## config.mk

```make
export PLATFORM = sky130hd
export DESIGN_NAME = wlpm_color
export DESIGN_NICKNAME = d
export VERILOG_FILES = /design/src/rtl/wlpm_pkg.sv /design/src/rtl/wlpm_color.sv
export SDC_FILE = /design/constraint.sdc
export NUM_CORES = 2
export LEC_CHECK = 0
export BUFFER_PORTS_ARGS = -buffer_cell sky130_fd_sc_hd__buf_2
export CAP_MARGIN = 20
export CORE_ASPECT_RATIO = 0.7
export CORE_MARGIN = 10
export CORE_UTILIZATION = 40
export CTS_CLUSTER_SIZE = 8
export DETAILED_ROUTE_END_ITERATION = 12
export GPL_ROUTABILITY_DRIVEN = 1
export RECOVER_POWER = 50
export SLEW_MARGIN = 40
export SYNTH_ARGS = -nofsm -noshare
export SYNTH_HDL_FRONTEND = slang
export SYNTH_SLANG_ARGS = --single-unit
```

## constraint.sdc

```tcl
create_clock -name clk -period 24 [get_ports clk]
set_input_delay 7.2 -clock clk [delete_from_list [all_inputs] [get_ports clk]]
set_output_delay 7.2 -clock clk [all_outputs]
set_load 0.01 [all_outputs]
```

## src/rtl/wlpm_pkg.sv

```systemverilog
// wlpm_pkg: shared widths, codes, request and result structs and ramp breakpoint table
// for the window/level pseudocolor mapper; no dependencies
`timescale 1ns / 1ps

package wlpm_pkg;

  localparam int LUT_ENTRIES = 4096;
  localparam int LUT_AW      = $clog2(LUT_ENTRIES);
  localparam int PAL_ENTRIES = 256;
  localparam int unsigned PAL_MAX = PAL_ENTRIES - 1;
  localparam int PAL_W       = 8;
  localparam int PIX_W       = 16;
  localparam int COMP_W      = 8;
  localparam int CFG_AW      = 3;
  localparam int CFG_DW      = 16;
  localparam int MODE_W      = 3;
  localparam int NUM_W       = PIX_W + LUT_AW;
  localparam int unsigned RAMP_SCALE = 1000;
  localparam int RAMP_W      = $clog2(PAL_MAX * RAMP_SCALE + 1);
  localparam int RNUM_W      = RAMP_W + COMP_W;
  localparam int NUM_COMP    = 3;

  typedef enum logic {
    CMD_MAP   = 1'b0,
    CMD_WRITE = 1'b1
  } cmd_t;

  typedef enum logic [CFG_AW-1:0] {
    REG_REQ_LOW   = 3'd0,
    REG_REQ_HIGH  = 3'd1,
    REG_IMG_MIN   = 3'd2,
    REG_IMG_MAX   = 3'd3,
    REG_MODE      = 3'd4,
    REG_RED_LIM   = 3'd5,
    REG_GREEN_LIM = 3'd6,
    REG_BLUE_LIM  = 3'd7
  } reg_idx_t;

  typedef enum logic [MODE_W-1:0] {
    MODE_GRAY   = 3'd0,
    MODE_HALPHA = 3'd1,
    MODE_ORANGE = 3'd2,
    MODE_GREEN  = 3'd3,
    MODE_BLUE   = 3'd4,
    MODE_NULL   = 3'd5
  } mode_t;

  // break fractions in thousandths: [mode][component]
  localparam int unsigned RAMP_LO [5][3] = '{
    '{0, 0, 0}, '{0, 470, 294}, '{0, 156, 509}, '{150, 0, 200}, '{200, 150, 0}
  };
  localparam int unsigned RAMP_HI [5][3] = '{
    '{1000, 1000, 1000}, '{666, 1000, 1000}, '{590, 784, 1000},
    '{980, 1000, 950}, '{980, 950, 1000}
  };

  typedef struct packed {
    logic              active;
    logic [RAMP_W-1:0] lo_p;
    logic [RAMP_W-1:0] hi_p;
    logic [RAMP_W-1:0] den;
  } ramp_brk_t;

  // gamma table access handed from the index pipeline to the table stage
  typedef struct packed {
    logic              vld;
    cmd_t              cmd;
    logic [LUT_AW-1:0] waddr;
    logic [PAL_W-1:0]  wdata;
    logic [LUT_AW-1:0] lidx;
  } lut_req_t;

  typedef struct packed {
    logic              vld;
    logic [PAL_W-1:0]  palette_index;
    logic [COMP_W-1:0] red;
    logic [COMP_W-1:0] green;
    logic [COMP_W-1:0] blue;
  } col_res_t;

  function automatic ramp_brk_t ramp_brk(input logic [MODE_W-1:0] mode,
                                         input logic [1:0] comp);
    ramp_brk_t b;
    int unsigned lo;
    int unsigned hi;
    b  = '0;
    lo = 0;
    hi = 0;
    if (mode <= MODE_W'(MODE_BLUE) && comp <= 2'd2) begin
      lo       = RAMP_LO[mode][comp];
      hi       = RAMP_HI[mode][comp];
      b.active = 1'b1;
    end
    b.lo_p = RAMP_W'(PAL_MAX * lo);
    b.hi_p = RAMP_W'(PAL_MAX * hi);
    b.den  = b.hi_p - b.lo_p;
    return b;
  endfunction

endpackage

```

## src/rtl/wlpm_color.sv

```systemverilog
// wlpm_color: palette index to red, green and blue through per-mode ramps,
// pipelined with one quotient bit per stage; depends on wlpm_pkg
`timescale 1ns / 1ps

module wlpm_color import wlpm_pkg::*; (
  input  logic              clk,
  input  logic              rst_n,
  input  logic              adv,
  input  logic              rd_vld,
  input  logic [PAL_W-1:0]  rd_data,
  input  logic [MODE_W-1:0] mode,
  input  logic [COMP_W-1:0] red_lim,
  input  logic [COMP_W-1:0] green_lim,
  input  logic [COMP_W-1:0] blue_lim,
  output col_res_t          res
);

  ramp_brk_t         brk [NUM_COMP];
  logic [COMP_W-1:0] lim [NUM_COMP];
  logic [PAL_W-1:0]  pidx_sat;

  logic              c0_v_r;
  logic [PAL_W-1:0]  c0_pidx_r;
  logic [RAMP_W-1:0] c0_scaled_r;

  logic              c1_v_r;
  logic [PAL_W-1:0]  c1_pidx_r;
  logic              c1_lt_r   [NUM_COMP];
  logic              c1_gt_r   [NUM_COMP];
  logic [RAMP_W-1:0] c1_diff_r [NUM_COMP];

  logic [COMP_W:0]   dv_r;
  logic [PAL_W-1:0]  pidx_r [COMP_W+1];
  logic              lt_r   [NUM_COMP][COMP_W+1];
  logic              gt_r   [NUM_COMP][COMP_W+1];
  logic [RNUM_W-1:0] rem_r  [NUM_COMP][COMP_W+1];
  logic [COMP_W-1:0] q_r    [NUM_COMP][COMP_W+1];
  logic [RNUM_W-1:0] rem_nxt [NUM_COMP][COMP_W];
  logic [COMP_W-1:0] q_nxt   [NUM_COMP][COMP_W];
  logic [COMP_W-1:0] comp_val [NUM_COMP];

  always_comb begin
    lim[0] = red_lim;
    lim[1] = green_lim;
    lim[2] = blue_lim;
    for (int c = 0; c < NUM_COMP; c++) begin
      brk[c] = ramp_brk(mode, 2'(c));
    end
    pidx_sat = (PAL_W'(PAL_MAX) < rd_data) ? PAL_W'(PAL_MAX) : rd_data;
  end

  always_ff @(posedge clk) begin
    if (!rst_n) begin
      c0_v_r <= 1'b0;
      c1_v_r <= 1'b0;
      dv_r   <= '0;
    end else if (adv) begin
      c0_v_r <= rd_vld;
      c1_v_r <= c0_v_r;
      dv_r   <= {dv_r[COMP_W-1:0], c1_v_r};
    end
  end

  always_comb begin
    logic [RNUM_W-1:0] trial;
    for (int c = 0; c < NUM_COMP; c++) begin
      for (int s = 0; s < COMP_W; s++) begin
        trial = RNUM_W'(brk[c].den) << (COMP_W - 1 - s);
        if (rem_r[c][s] >= trial) begin
          rem_nxt[c][s] = rem_r[c][s] - trial;
          q_nxt[c][s]   = (q_r[c][s] << 1) | COMP_W'(1);
        end else begin
          rem_nxt[c][s] = rem_r[c][s];
          q_nxt[c][s]   = q_r[c][s] << 1;
        end
      end
    end
  end

  always_ff @(posedge clk) begin
    if (adv) begin
      c0_pidx_r   <= pidx_sat;
      c0_scaled_r <= RAMP_W'(pidx_sat) * RAMP_W'(RAMP_SCALE);

      c1_pidx_r <= c0_pidx_r;
      for (int c = 0; c < NUM_COMP; c++) begin
        c1_lt_r[c]   <= c0_scaled_r < brk[c].lo_p;
        c1_gt_r[c]   <= c0_scaled_r > brk[c].hi_p;
        c1_diff_r[c] <= c0_scaled_r - brk[c].lo_p;
      end

      pidx_r[0] <= c1_pidx_r;
      for (int s = 0; s < COMP_W; s++) begin
        pidx_r[s+1] <= pidx_r[s];
      end
      for (int c = 0; c < NUM_COMP; c++) begin
        lt_r[c][0]  <= c1_lt_r[c];
        gt_r[c][0]  <= c1_gt_r[c];
        rem_r[c][0] <= RNUM_W'(c1_diff_r[c]) * RNUM_W'(lim[c]);
        q_r[c][0]   <= '0;
        for (int s = 0; s < COMP_W; s++) begin
          lt_r[c][s+1]  <= lt_r[c][s];
          gt_r[c][s+1]  <= gt_r[c][s];
          rem_r[c][s+1] <= rem_nxt[c][s];
          q_r[c][s+1]   <= q_nxt[c][s];
        end
      end
    end
  end

  always_comb begin
    for (int c = 0; c < NUM_COMP; c++) begin
      priority if (!brk[c].active || lt_r[c][COMP_W]) begin
        comp_val[c] = '0;
      end else if (gt_r[c][COMP_W]) begin
        comp_val[c] = lim[c];
      end else if (brk[c].den == '0) begin
        comp_val[c] = '0;
      end else begin
        comp_val[c] = q_r[c][COMP_W];
      end
    end
    res.vld           = dv_r[COMP_W];
    res.palette_index = pidx_r[COMP_W];
    res.red           = comp_val[0];
    res.green         = comp_val[1];
    res.blue          = comp_val[2];
  end

endmodule
```

==> run metrics <==
clk_lat worst skew=810 ps; most area-consuming cells after synthesis=edfxtp_1 (37%), ha_1 (13%), fa_1 (9.5%); Largest stage delay, worst path=580 ps; Area Overhead vs Synth=9.69%; failing checks=max-capacitance violations, max-slew violations; via density per instance=5.52; crit path max fanout=17; die area=207,000 sq um; max-slew violation count=665; Slew @ Worst Pin=4440 ps; nets@finish=8,643; crit end category=output pin; Pre-antenna DRT Iters=6; Longest Clk Path Bufs=4; Filler cells=17,500; final period utilization=0.951; Inserted Clock Buffers=144; GR Util met1=0.295; nature of the critical path startpoint=input port; initial antenna violation count=14; Yosys top cell by area=edfxtp_1; most used cell, CP=inv_1; Port Buf Inserts=71; crit-path leading delay family=compound AO/OA/AOI/OAI gates; Cell Area, Synth=75,500 sq um; Ports=72; post-route antenna net violation count=0; Mapped Cells=7,302; RSZ-0062 raised after global routing=no; Slew headroom=-1.96; Tmin final=22,820 ps; first-pass GRT wire length=311,000 um; CTS Hold Bufs=0; worst path bufs/invs=9; Gates resized, CTS repair=0; CTS tree=built; count of cell types in the netlist=115; WS Path Type=in2out; die width=539 um; Initial Util=0.402; Worst Hold Class=reg2reg; Synth top area share=0.369; initial drt markers=4,856; Top FF cell, synth=edfxtp_1; post-synthesis sequential area ratio=0.372; H-tree depth=4; clock skew=86.1 ps; clock root cell=clkbuf_16; fmax=0.0438 GHz; largest net degree at the start of global routing=105; wire length per cell=20.2 um; ratio of cells with drive above 1 in the final layout=0.0646; Yosys reg bits=939; overflow left after global routing=0; Clock Sinks=939; GRT Total Usage=0.188; vias in the first global route=53,100; status=finished with violations; met3 Use GR=0.0340; met2 usage=0.266; Max-Cap Viols=11; Die Ht=383 um; ys async rst share=0; DRT Wirelength=201,000 um; dpl ws=1070 ps; cell count of the worst reg-to-reg path=20; Post-CTS Setup Repair Bufs=0; fin util=0.441; via count=55,000; clock-pin slew on the worst setup and hold paths=50 ps; Most Crowded Layer GR=met1; Critical-path top delay cell=nor2b_1; drt drc=0; Synth Area per Inst=10.3 sq um; Hold Crit Depth=0; dpl hpwl=152,000 um; Req. time, crit path=16,800 ps; TNS Setup=0 ps; number of synthesized flops with an enable pin=928; final hold violations=0; core area=188,000 sq um; cell depth of the worst setup path=27; row count=133; Yosys warning count=0; WP data arrival=15,620 ps; Setup Viol. Count Final=0; final setup margin=1180 ps; RD Place Congestion=0.902
==> cell usage in the layout, fill, tap and decap left out, drive strengths merged, types with 21 or more instances in the layout <==
cell and count:
nand2b 79, o31ai 49, nor3 141, xor2 196, mux2i 30, a211oi 37, o21a 94, nor4 44
xnor2 377, o21bai 44, o211ai 25, maj3 36, mux2 78, and3 40, nor2 480, ha 806
inv 645, fa 357, or3 57, nand3 96, a22oi 28, nand2 660, a21oi 445, clkbuf 189
o21ai 399, a21boi 50, and2 217, edfxtp 928, buf 120, a31oi 44, a2111oi 22, or2 33
nor2b 82, a21o 160, nand4 56, a31o 21
==> registers in the layout, indices dropped and copies added, names as in the netlist <==
name,cells
c0_v_r,1
c1_gt_r,3
c0_pidx_r,8
c1_v_r,1
c1_lt_r,3
q_r,108
dv_r,9
pidx_r,72
lt_r,27
gt_r,27
c1_diff_r,51
rem_r,608
c1_pidx_r,8
c0_scaled_r,13
==> layer usage <==
metal | wire (um) | vias up
li1 | - | 26300
met1 | 102000 | 26700
met2 | 80000 | 1786
met3 | 14900 | 270
met4 | 4400 | 2
met5 | 13 | -
==> worst paths after layout <==
check | from | endpoint | slack (ps)
hold reg to reg | c1_gt_r[0][2] | gt_r[2][8] | 350
hold / removal | c1_gt_r[0][2] | gt_r[2][8] | 350
setup reg to reg | c1_diff_r[0][21] | rem_r[1][232] | 17930
setup / recovery | mode[0] | res[4] | 1180
==> layout make-up <==
class,count,area (sq um),share of cell area
diodes,6,15.0,0.000181
clock buffers,157,3730,0.0450
clock inverters,6,73.8,0.000892
inverters,646,2430,0.0293
multi-input cells,5558,44400,0.536
flip-flops and latches,939,28100,0.339
well taps,2497,3120,0.0377
repair buffers,152,940,0.0113
==> cell families (layout without fill, tap and decap cells) <==
kind of cell    after synthesis  in the layout  share of synthesized area
buf+inv                     819            961                     0.0422
simple gates               2081           2081                      0.135
compound gates             1578           1578                      0.135
mux                         108            108                     0.0157
other cells                   2             22                  0.0000995
flops                       939            939                      0.372
fa+ha+maj                  1199           1199                      0.233
xor+xnor                    576            576                     0.0677
==> Yosys cell counts, types with 82 or more instances <==
| cell type | count |
|---|---|
| fa_1 | 357 |
| ha_1 | 806 |
| xnor2_1 | 375 |
| nor3_1 | 139 |
| o21a_1 | 94 |
| and2_1 | 216 |
| nand2_1 | 658 |
| a21oi_1 | 443 |
| clkbuf_1 | 105 |
| nand3_1 | 95 |
| nor2b_1 | 82 |
| xor2_1 | 195 |
| inv_1 | 630 |
| o21ai_0 | 388 |
| nor2_1 | 476 |
| a21o_1 | 160 |
| edfxtp_1 | 928 |
==> stage by stage <==
stage | cell area [sq um] | cells | hold slack [ps]
6_report | 82800 | 9961 | 351
5_1_grt | 82800 | 9957 | 360
4_1_cts | 82800 | 9953 | 359
3_5_place_dp | 79000 | 9790 | 405
3_3_place_gp | 78900 | 9787 | 400
2_1_floorplan | 75500 | 7316 | 400
Power is not shown: default switching activity piles up to over one toggle a cycle in this logic, so the estimate is an artifact.
