## src/rtl/wlpm_pkg.sv

```systemverilog
// wlpm_pkg: shared widths, codes, request and result structs and ramp breakpoint table
// for the window/level pseudocolor mapper; no dependencies
`timescale 1ns / 1ps

package wlpm_pkg;

  localparam int LUT_ENTRIES = 4096;
  localparam int LUT_AW      = $clog2(LUT_ENTRIES);
  localparam int PAL_ENTRIES = 256;
  localparam int unsigned PAL_MAX = PAL_ENTRIES - 1;
  localparam int PAL_W       = 8;
  localparam int PIX_W       = 16;
  localparam int COMP_W      = 8;
  localparam int CFG_AW      = 3;
  localparam int CFG_DW      = 16;
  localparam int MODE_W      = 3;
  localparam int NUM_W       = PIX_W + LUT_AW;
  localparam int unsigned RAMP_SCALE = 1000;
  localparam int RAMP_W      = $clog2(PAL_MAX * RAMP_SCALE + 1);
  localparam int RNUM_W      = RAMP_W + COMP_W;
  localparam int NUM_COMP    = 3;

  typedef enum logic {
    CMD_MAP   = 1'b0,
    CMD_WRITE = 1'b1
  } cmd_t;

  typedef enum logic [CFG_AW-1:0] {
    REG_REQ_LOW   = 3'd0,
    REG_REQ_HIGH  = 3'd1,
    REG_IMG_MIN   = 3'd2,
    REG_IMG_MAX   = 3'd3,
    REG_MODE      = 3'd4,
    REG_RED_LIM   = 3'd5,
    REG_GREEN_LIM = 3'd6,
    REG_BLUE_LIM  = 3'd7
  } reg_idx_t;

  typedef enum logic [MODE_W-1:0] {
    MODE_GRAY   = 3'd0,
    MODE_HALPHA = 3'd1,
    MODE_ORANGE = 3'd2,
    MODE_GREEN  = 3'd3,
    MODE_BLUE   = 3'd4,
    MODE_NULL   = 3'd5
  } mode_t;

  // break fractions in thousandths: [mode][component]
  localparam int unsigned RAMP_LO [5][3] = '{
    '{0, 0, 0}, '{0, 470, 294}, '{0, 156, 509}, '{150, 0, 200}, '{200, 150, 0}
  };
  localparam int unsigned RAMP_HI [5][3] = '{
    '{1000, 1000, 1000}, '{666, 1000, 1000}, '{590, 784, 1000},
    '{980, 1000, 950}, '{980, 950, 1000}
  };

  typedef struct packed {
    logic              active;
    logic [RAMP_W-1:0] lo_p;
    logic [RAMP_W-1:0] hi_p;
    logic [RAMP_W-1:0] den;
  } ramp_brk_t;

  // gamma table access handed from the index pipeline to the table stage
  typedef struct packed {
    logic              vld;
    cmd_t              cmd;
    logic [LUT_AW-1:0] waddr;
    logic [PAL_W-1:0]  wdata;
    logic [LUT_AW-1:0] lidx;
  } lut_req_t;

  typedef struct packed {
    logic              vld;
    logic [PAL_W-1:0]  palette_index;
    logic [COMP_W-1:0] red;
    logic [COMP_W-1:0] green;
    logic [COMP_W-1:0] blue;
  } col_res_t;

  function automatic ramp_brk_t ramp_brk(input logic [MODE_W-1:0] mode,
                                         input logic [1:0] comp);
    ramp_brk_t b;
    int unsigned lo;
    int unsigned hi;
    b  = '0;
    lo = 0;
    hi = 0;
    if (mode <= MODE_W'(MODE_BLUE) && comp <= 2'd2) begin
      lo       = RAMP_LO[mode][comp];
      hi       = RAMP_HI[mode][comp];
      b.active = 1'b1;
    end
    b.lo_p = RAMP_W'(PAL_MAX * lo);
    b.hi_p = RAMP_W'(PAL_MAX * hi);
    b.den  = b.hi_p - b.lo_p;
    return b;
  endfunction

endpackage

```

## src/rtl/wlpm_index.sv

```systemverilog
// wlpm_index: window selection and pipelined scaling of a pixel to a gamma
// table address, one quotient bit per stage; depends on wlpm_pkg
`timescale 1ns / 1ps

module wlpm_index import wlpm_pkg::*; (
  input  logic              clk,
  input  logic              rst_n,
  input  logic              adv,
  input  logic              in_vld,
  input  cmd_t              in_cmd,
  input  logic [PIX_W-1:0]  in_pix,
  input  logic [LUT_AW-1:0] in_addr,
  input  logic [PAL_W-1:0]  in_val,
  input  logic [PIX_W-1:0]  req_low,
  input  logic [PIX_W-1:0]  req_high,
  input  logic [PIX_W-1:0]  img_min,
  input  logic [PIX_W-1:0]  img_max,
  output lut_req_t          req
);

  typedef struct packed {
    cmd_t              cmd;
    logic [LUT_AW-1:0] addr;
    logic [PAL_W-1:0]  val;
    logic              below;
    logic              above;
    logic              eq;
  } ictl_t;

  logic [PIX_W-1:0] win_low_r, win_low_nxt;
  logic [PIX_W-1:0] win_high_r, win_high_nxt;
  logic [PIX_W-1:0] win_den_r;

  logic              e_v_r;
  cmd_t              e_cmd_r;
  logic [PIX_W-1:0]  e_pix_r;
  logic [LUT_AW-1:0] e_addr_r;
  logic [PAL_W-1:0]  e_val_r;

  logic             f_v_r;
  ictl_t            f_ctl_r;
  logic [PIX_W-1:0] f_diff_r;

  logic [LUT_AW:0]   dv_r;
  ictl_t             ctl_r [LUT_AW+1];
  logic [NUM_W-1:0]  rem_r [LUT_AW+1];
  logic [LUT_AW-1:0] q_r   [LUT_AW+1];
  logic [NUM_W-1:0]  rem_nxt [LUT_AW];
  logic [LUT_AW-1:0] q_nxt   [LUT_AW];

  // window bounds follow the registers, so they settle while the block is idle
  always_comb begin
    if (req_low == '0 && req_high == '0) begin
      win_low_nxt  = img_min;
      win_high_nxt = img_max;
    end else begin
      win_low_nxt  = (req_low >= img_min && req_low <= img_max) ? req_low : img_min;
      win_high_nxt = (req_high >= img_min && req_high <= img_max) ? req_high : img_max;
    end
  end

  always_ff @(posedge clk) begin
    win_low_r  <= win_low_nxt;
    win_high_r <= win_high_nxt;
    win_den_r  <= win_high_r - win_low_r;
  end

  always_ff @(posedge clk) begin
    if (!rst_n) begin
      e_v_r <= 1'b0;
      f_v_r <= 1'b0;
      dv_r  <= '0;
    end else if (adv) begin
      e_v_r <= in_vld;
      f_v_r <= e_v_r;
      dv_r  <= {dv_r[LUT_AW-1:0], f_v_r};
    end
  end

  always_comb begin
    logic [NUM_W-1:0] trial;
    for (int s = 0; s < LUT_AW; s++) begin
      trial = NUM_W'(win_den_r) << (LUT_AW - 1 - s);
      if (rem_r[s] >= trial) begin
        rem_nxt[s] = rem_r[s] - trial;
        q_nxt[s]   = (q_r[s] << 1) | LUT_AW'(1);
      end else begin
        rem_nxt[s] = rem_r[s];
        q_nxt[s]   = q_r[s] << 1;
      end
    end
  end

  always_ff @(posedge clk) begin
    if (adv) begin
      e_cmd_r  <= in_cmd;
      e_pix_r  <= in_pix;
      e_addr_r <= in_addr;
      e_val_r  <= in_val;

      f_ctl_r.cmd   <= e_cmd_r;
      f_ctl_r.addr  <= e_addr_r;
      f_ctl_r.val   <= e_val_r;
      f_ctl_r.below <= e_pix_r < win_low_r;
      f_ctl_r.above <= e_pix_r > win_high_r;
      f_ctl_r.eq    <= win_high_r == win_low_r;
      f_diff_r      <= e_pix_r - win_low_r;

      // times (LUT_ENTRIES-1) as a shift and subtract
      ctl_r[0] <= f_ctl_r;
      rem_r[0] <= {f_diff_r, {LUT_AW{1'b0}}} - NUM_W'(f_diff_r);
      q_r[0]   <= '0;
      for (int s = 0; s < LUT_AW; s++) begin
        ctl_r[s+1] <= ctl_r[s];
        rem_r[s+1] <= rem_nxt[s];
        q_r[s+1]   <= q_nxt[s];
      end
    end
  end

  always_comb begin
    req.vld   = dv_r[LUT_AW];
    req.cmd   = ctl_r[LUT_AW].cmd;
    req.waddr = ctl_r[LUT_AW].addr;
    req.wdata = ctl_r[LUT_AW].val;
    priority if (ctl_r[LUT_AW].below) begin
      req.lidx = '0;
    end else if (ctl_r[LUT_AW].above) begin
      req.lidx = LUT_AW'(LUT_ENTRIES - 1);
    end else if (ctl_r[LUT_AW].eq) begin
      req.lidx = '0;
    end else begin
      req.lidx = q_r[LUT_AW];
    end
  end

endmodule

```

## config.mk

```make
export PLATFORM = sky130hd
export DESIGN_NAME = wlpm_index
export DESIGN_NICKNAME = d
export VERILOG_FILES = /design/src/rtl/wlpm_pkg.sv /design/src/rtl/wlpm_index.sv
export SDC_FILE = /design/constraint.sdc
export NUM_CORES = 1
export LEC_CHECK = 0
export ABC_CLOCK_PERIOD_IN_PS = 5300
export BUFFER_PORTS_ARGS = -buffer_cell sky130_fd_sc_hd__buf_2
export CAP_MARGIN = 20
export CORE_MARGIN = 8
export CORE_UTILIZATION = 63
export DETAILED_ROUTE_END_ITERATION = 10
export PLACE_DENSITY = 0.81
export REMOVE_ABC_BUFFERS = 1
export SKIP_LAST_GASP = 1
export SYNTH_ARGS = -nofsm -noshare
export SYNTH_HDL_FRONTEND = slang
export SYNTH_SLANG_ARGS = --single-unit
```

## constraint.sdc

```tcl
create_clock -name clk -period 5.3 [get_ports clk]
set_input_delay 1.06 -clock clk [delete_from_list [all_inputs] [get_ports clk]]
set_output_delay 1.06 -clock clk [all_outputs]
set_load 0.02 [all_outputs]
```

==> run metrics <==
Post-CTS Setup Bufs 0; CTS Buf Count between 80 and 90; clock tree buffer depth 3; metal2 WL 46280 um; Clk pin slew, worst setup/hold paths around 0.060 ns; placed inst area 44270 sq um; distinct cell type count of the synthesized netlist 82; final setup margin 1.140 ns; Final Cycle Share approximately four fifths; vias in the first global route approximately 27000; Seq/Total Area, Yosys around three fifths; WHS just over 0.4 ns; CTS tree yes; setup violators final 0; Power, Total 30.90 mW; dpl ws between 1 and 1.5 ns; Final GP Congestion 0.9224; Yosys warning count 0; Gate Count Post-Synth 3319; DRT Pass-1 Iters 8; Mean Syn Cell Area 12.77 sq um; Worst path slowest cell and2_1; Pleak between 15 and 20 nW; critical path, cell by cell inv_1, ha_1, nor2_1, o21ai_0, o21ai_1, a31oi_1, a221oi_1, and2_1, mux2_2; Filler cells between 4000 and 5000; antenna diode count 0; most common cell in the synthesized netlist edfxtp_1; Post-DP HPWL approximately 66000 um; hold_buf cts 0; DIE HEIGHT around 280 um; Clock Latency Late Sink roughly 0.65 ns; unrepaired setup endpoints after global routing false; vias between 20000 and 30000; grt ovf 0; FF/Latch Area ~25000 sq um; clk_skew 0.03567 ns; Rows 95; Hold Path Class flip-flop to flip-flop; fin nets ~4000; crit-path max cell delay ~0.74 ns; metal3 WL ~5300 um; cell taking the most area after synthesis edfxtp_1; Initial Utilization a little under two thirds; Setup TNS Final 0 ns; CTS root buf clkbuf_16; Post-Route WL just over 90000 um; PortBufs 138; status finished clean; fin crit period around 4.2 ns; top post-synthesis cells by area edfxtp_1 (57%), ha_1 (9.1%), dfxtp_1 (3.0%); Worst setup SP type flip-flop; P&R area growth vs syn 11.34%; die width about 280 um; WL/cell between 20 and 25 um; vias per cell between 6 and 7; max-cap viol count 0; worst-path fanout max 23; synthesized area 42390 sq um; largest net degree at the start of global routing 118; die area about 76000 sq um; Post-synth EDFFs between 800 and 900; top post-synthesis cells by count edfxtp_1 (803), ha_1 (308), a21oi_1 (228); clock sink count roughly 870; Synth top area share a little under three fifths; Async SR Flop Fraction 0%; CP Capture Type flip-flop; Synth Flop Type edfxtp_1; Resized cells post-CTS 0; PwrDens about 650 nW/um^2; top routing layer in use met4; multi-input combinational cell area 15980 sq um; design area approximately 47000 sq um; initial DRC count roughly 2300; first-pass GRT wire length between 100000 and 150000 um; Hold Vio Cnt, Final 0; initial antenna violation count 0; DRC 0; Slew Limit Fails 0; Least-Margin Pin Slew ~0.98 ns; total track usage approximately a quarter; layout cells sized above 1 approximately an eighth; met1 WL 37290 um; Yosys reg bits between 800 and 900; Max Clk Rate 240.4 MHz; Routed Antenna Nets 0; WP data arrival approximately 4.5 ns; Peak VDD IR 0.0004006 V; Crit Path Class flip-flop to flip-flop; I/O pin count 139; htree depth 3; CORE AREA ~67000 sq um; WP data required between 5 and 6 ns; Max transition margin about a third
critical path, delay by kind of cell (launching register included):
kind                     cells  cell delay [ns]
AO/OA/AOI/OAI                4             1.15
AND/OR/NAND/NOR              2             0.94
buffers and inverters        1             0.65
adder cells (fa/ha/maj)      1             0.42
multiplexers                 1             0.42
flip-flops                   1             0.30
final timing paths:
| path | start | endpoint | slack, ns | depth (start not counted) |
|---|---|---|---|---|
| worst max-delay path | win_den_r[5] | rem_r[1][12] | 1.14 | 9 |
| worst min-delay path | ctl_r[1][24] | ctl_r[1][48] | 0.40 | 0 |
| worst max register to register | win_den_r[5] | rem_r[1][12] | 1.14 | 9 |
| worst min register to register | ctl_r[1][24] | ctl_r[1][48] | 0.40 | 0 |
where the power goes:
part           internal, mW  switching (mW)
clock                  3.49            2.63
sequential             9.82           0.879
combinational          5.91            8.17
registers in the layout, indices dropped and copies added, names as in the netlist:
signal      count
f_diff_r       16
win_den_r      16
e_pix_r        16
ctl_r         312
f_v_r           1
win_high_r     16
e_addr_r       12
f_ctl_r        24
q_r            78
e_cmd_r         1
e_v_r           1
e_val_r         8
rem_r         336
dv_r           13
win_low_r      16
placed cells by master (no fill, tap or decap), types with 15 or more instances in the layout:
cell,n
a211oi_1,27
a21o_1,96
a21oi_1,228
a31oi_1,16
and3_1,15
buf_2,137
buf_4,48
clkbuf_16,88
clkinv_1,20
clkinv_2,18
dfxtp_1,63
edfxtp_1,803
ha_1,308
inv_1,173
mux2_2,67
mux2i_1,25
nand2_1,208
nand2b_1,44
nand3_1,41
nand4_1,44
nor2_1,196
nor2b_1,55
nor3_1,63
nor4_1,43
o211ai_1,15
o21a_1,50
o21ai_0,158
o21bai_1,18
o31ai_1,29
or2_2,18
or3_1,29
xnor2_1,122
xor2_1,105
layer usage:
layer  track usage, %  vias up
li1                 -    12936
met1            30.08    13116
met2            42.22      963
met3            3.889      223
met4            8.375        0
met5                0        -
final cells by class:
| type | count | area share [%] |
|---|---|---|
| Inverter | 175 | 1.392 |
| Multi-Input combinational cell | 2206 | 33.86 |
| Sequential cell | 866 | 53.76 |
| Tap cell | 873 | 2.314 |
| Clock buffer | 105 | 4.864 |
| Timing Repair Buffer | 192 | 2.518 |
| Clock inverter | 59 | 1.296 |
logic make-up after synthesis:
logic type	after synthesis	share of synthesized area [%]
flops	866	59.85
mux	93	2.396
xor+xnor	227	4.690
fa+ha+maj	321	9.704
simple gates	821	9.677
compound gates	744	11.19
buf+inv	247	2.488
stage by stage:
stage | instances | util, %
finish | 4476 | 70.54
global route | 4476 | 70.54
floorplan | 3247 | -
global placement | 4311 | 66.15
detailed placement | 4311 | 66.15
CTS | 4475 | 70.49
Note: power is estimated with default switching activity, not from simulation.
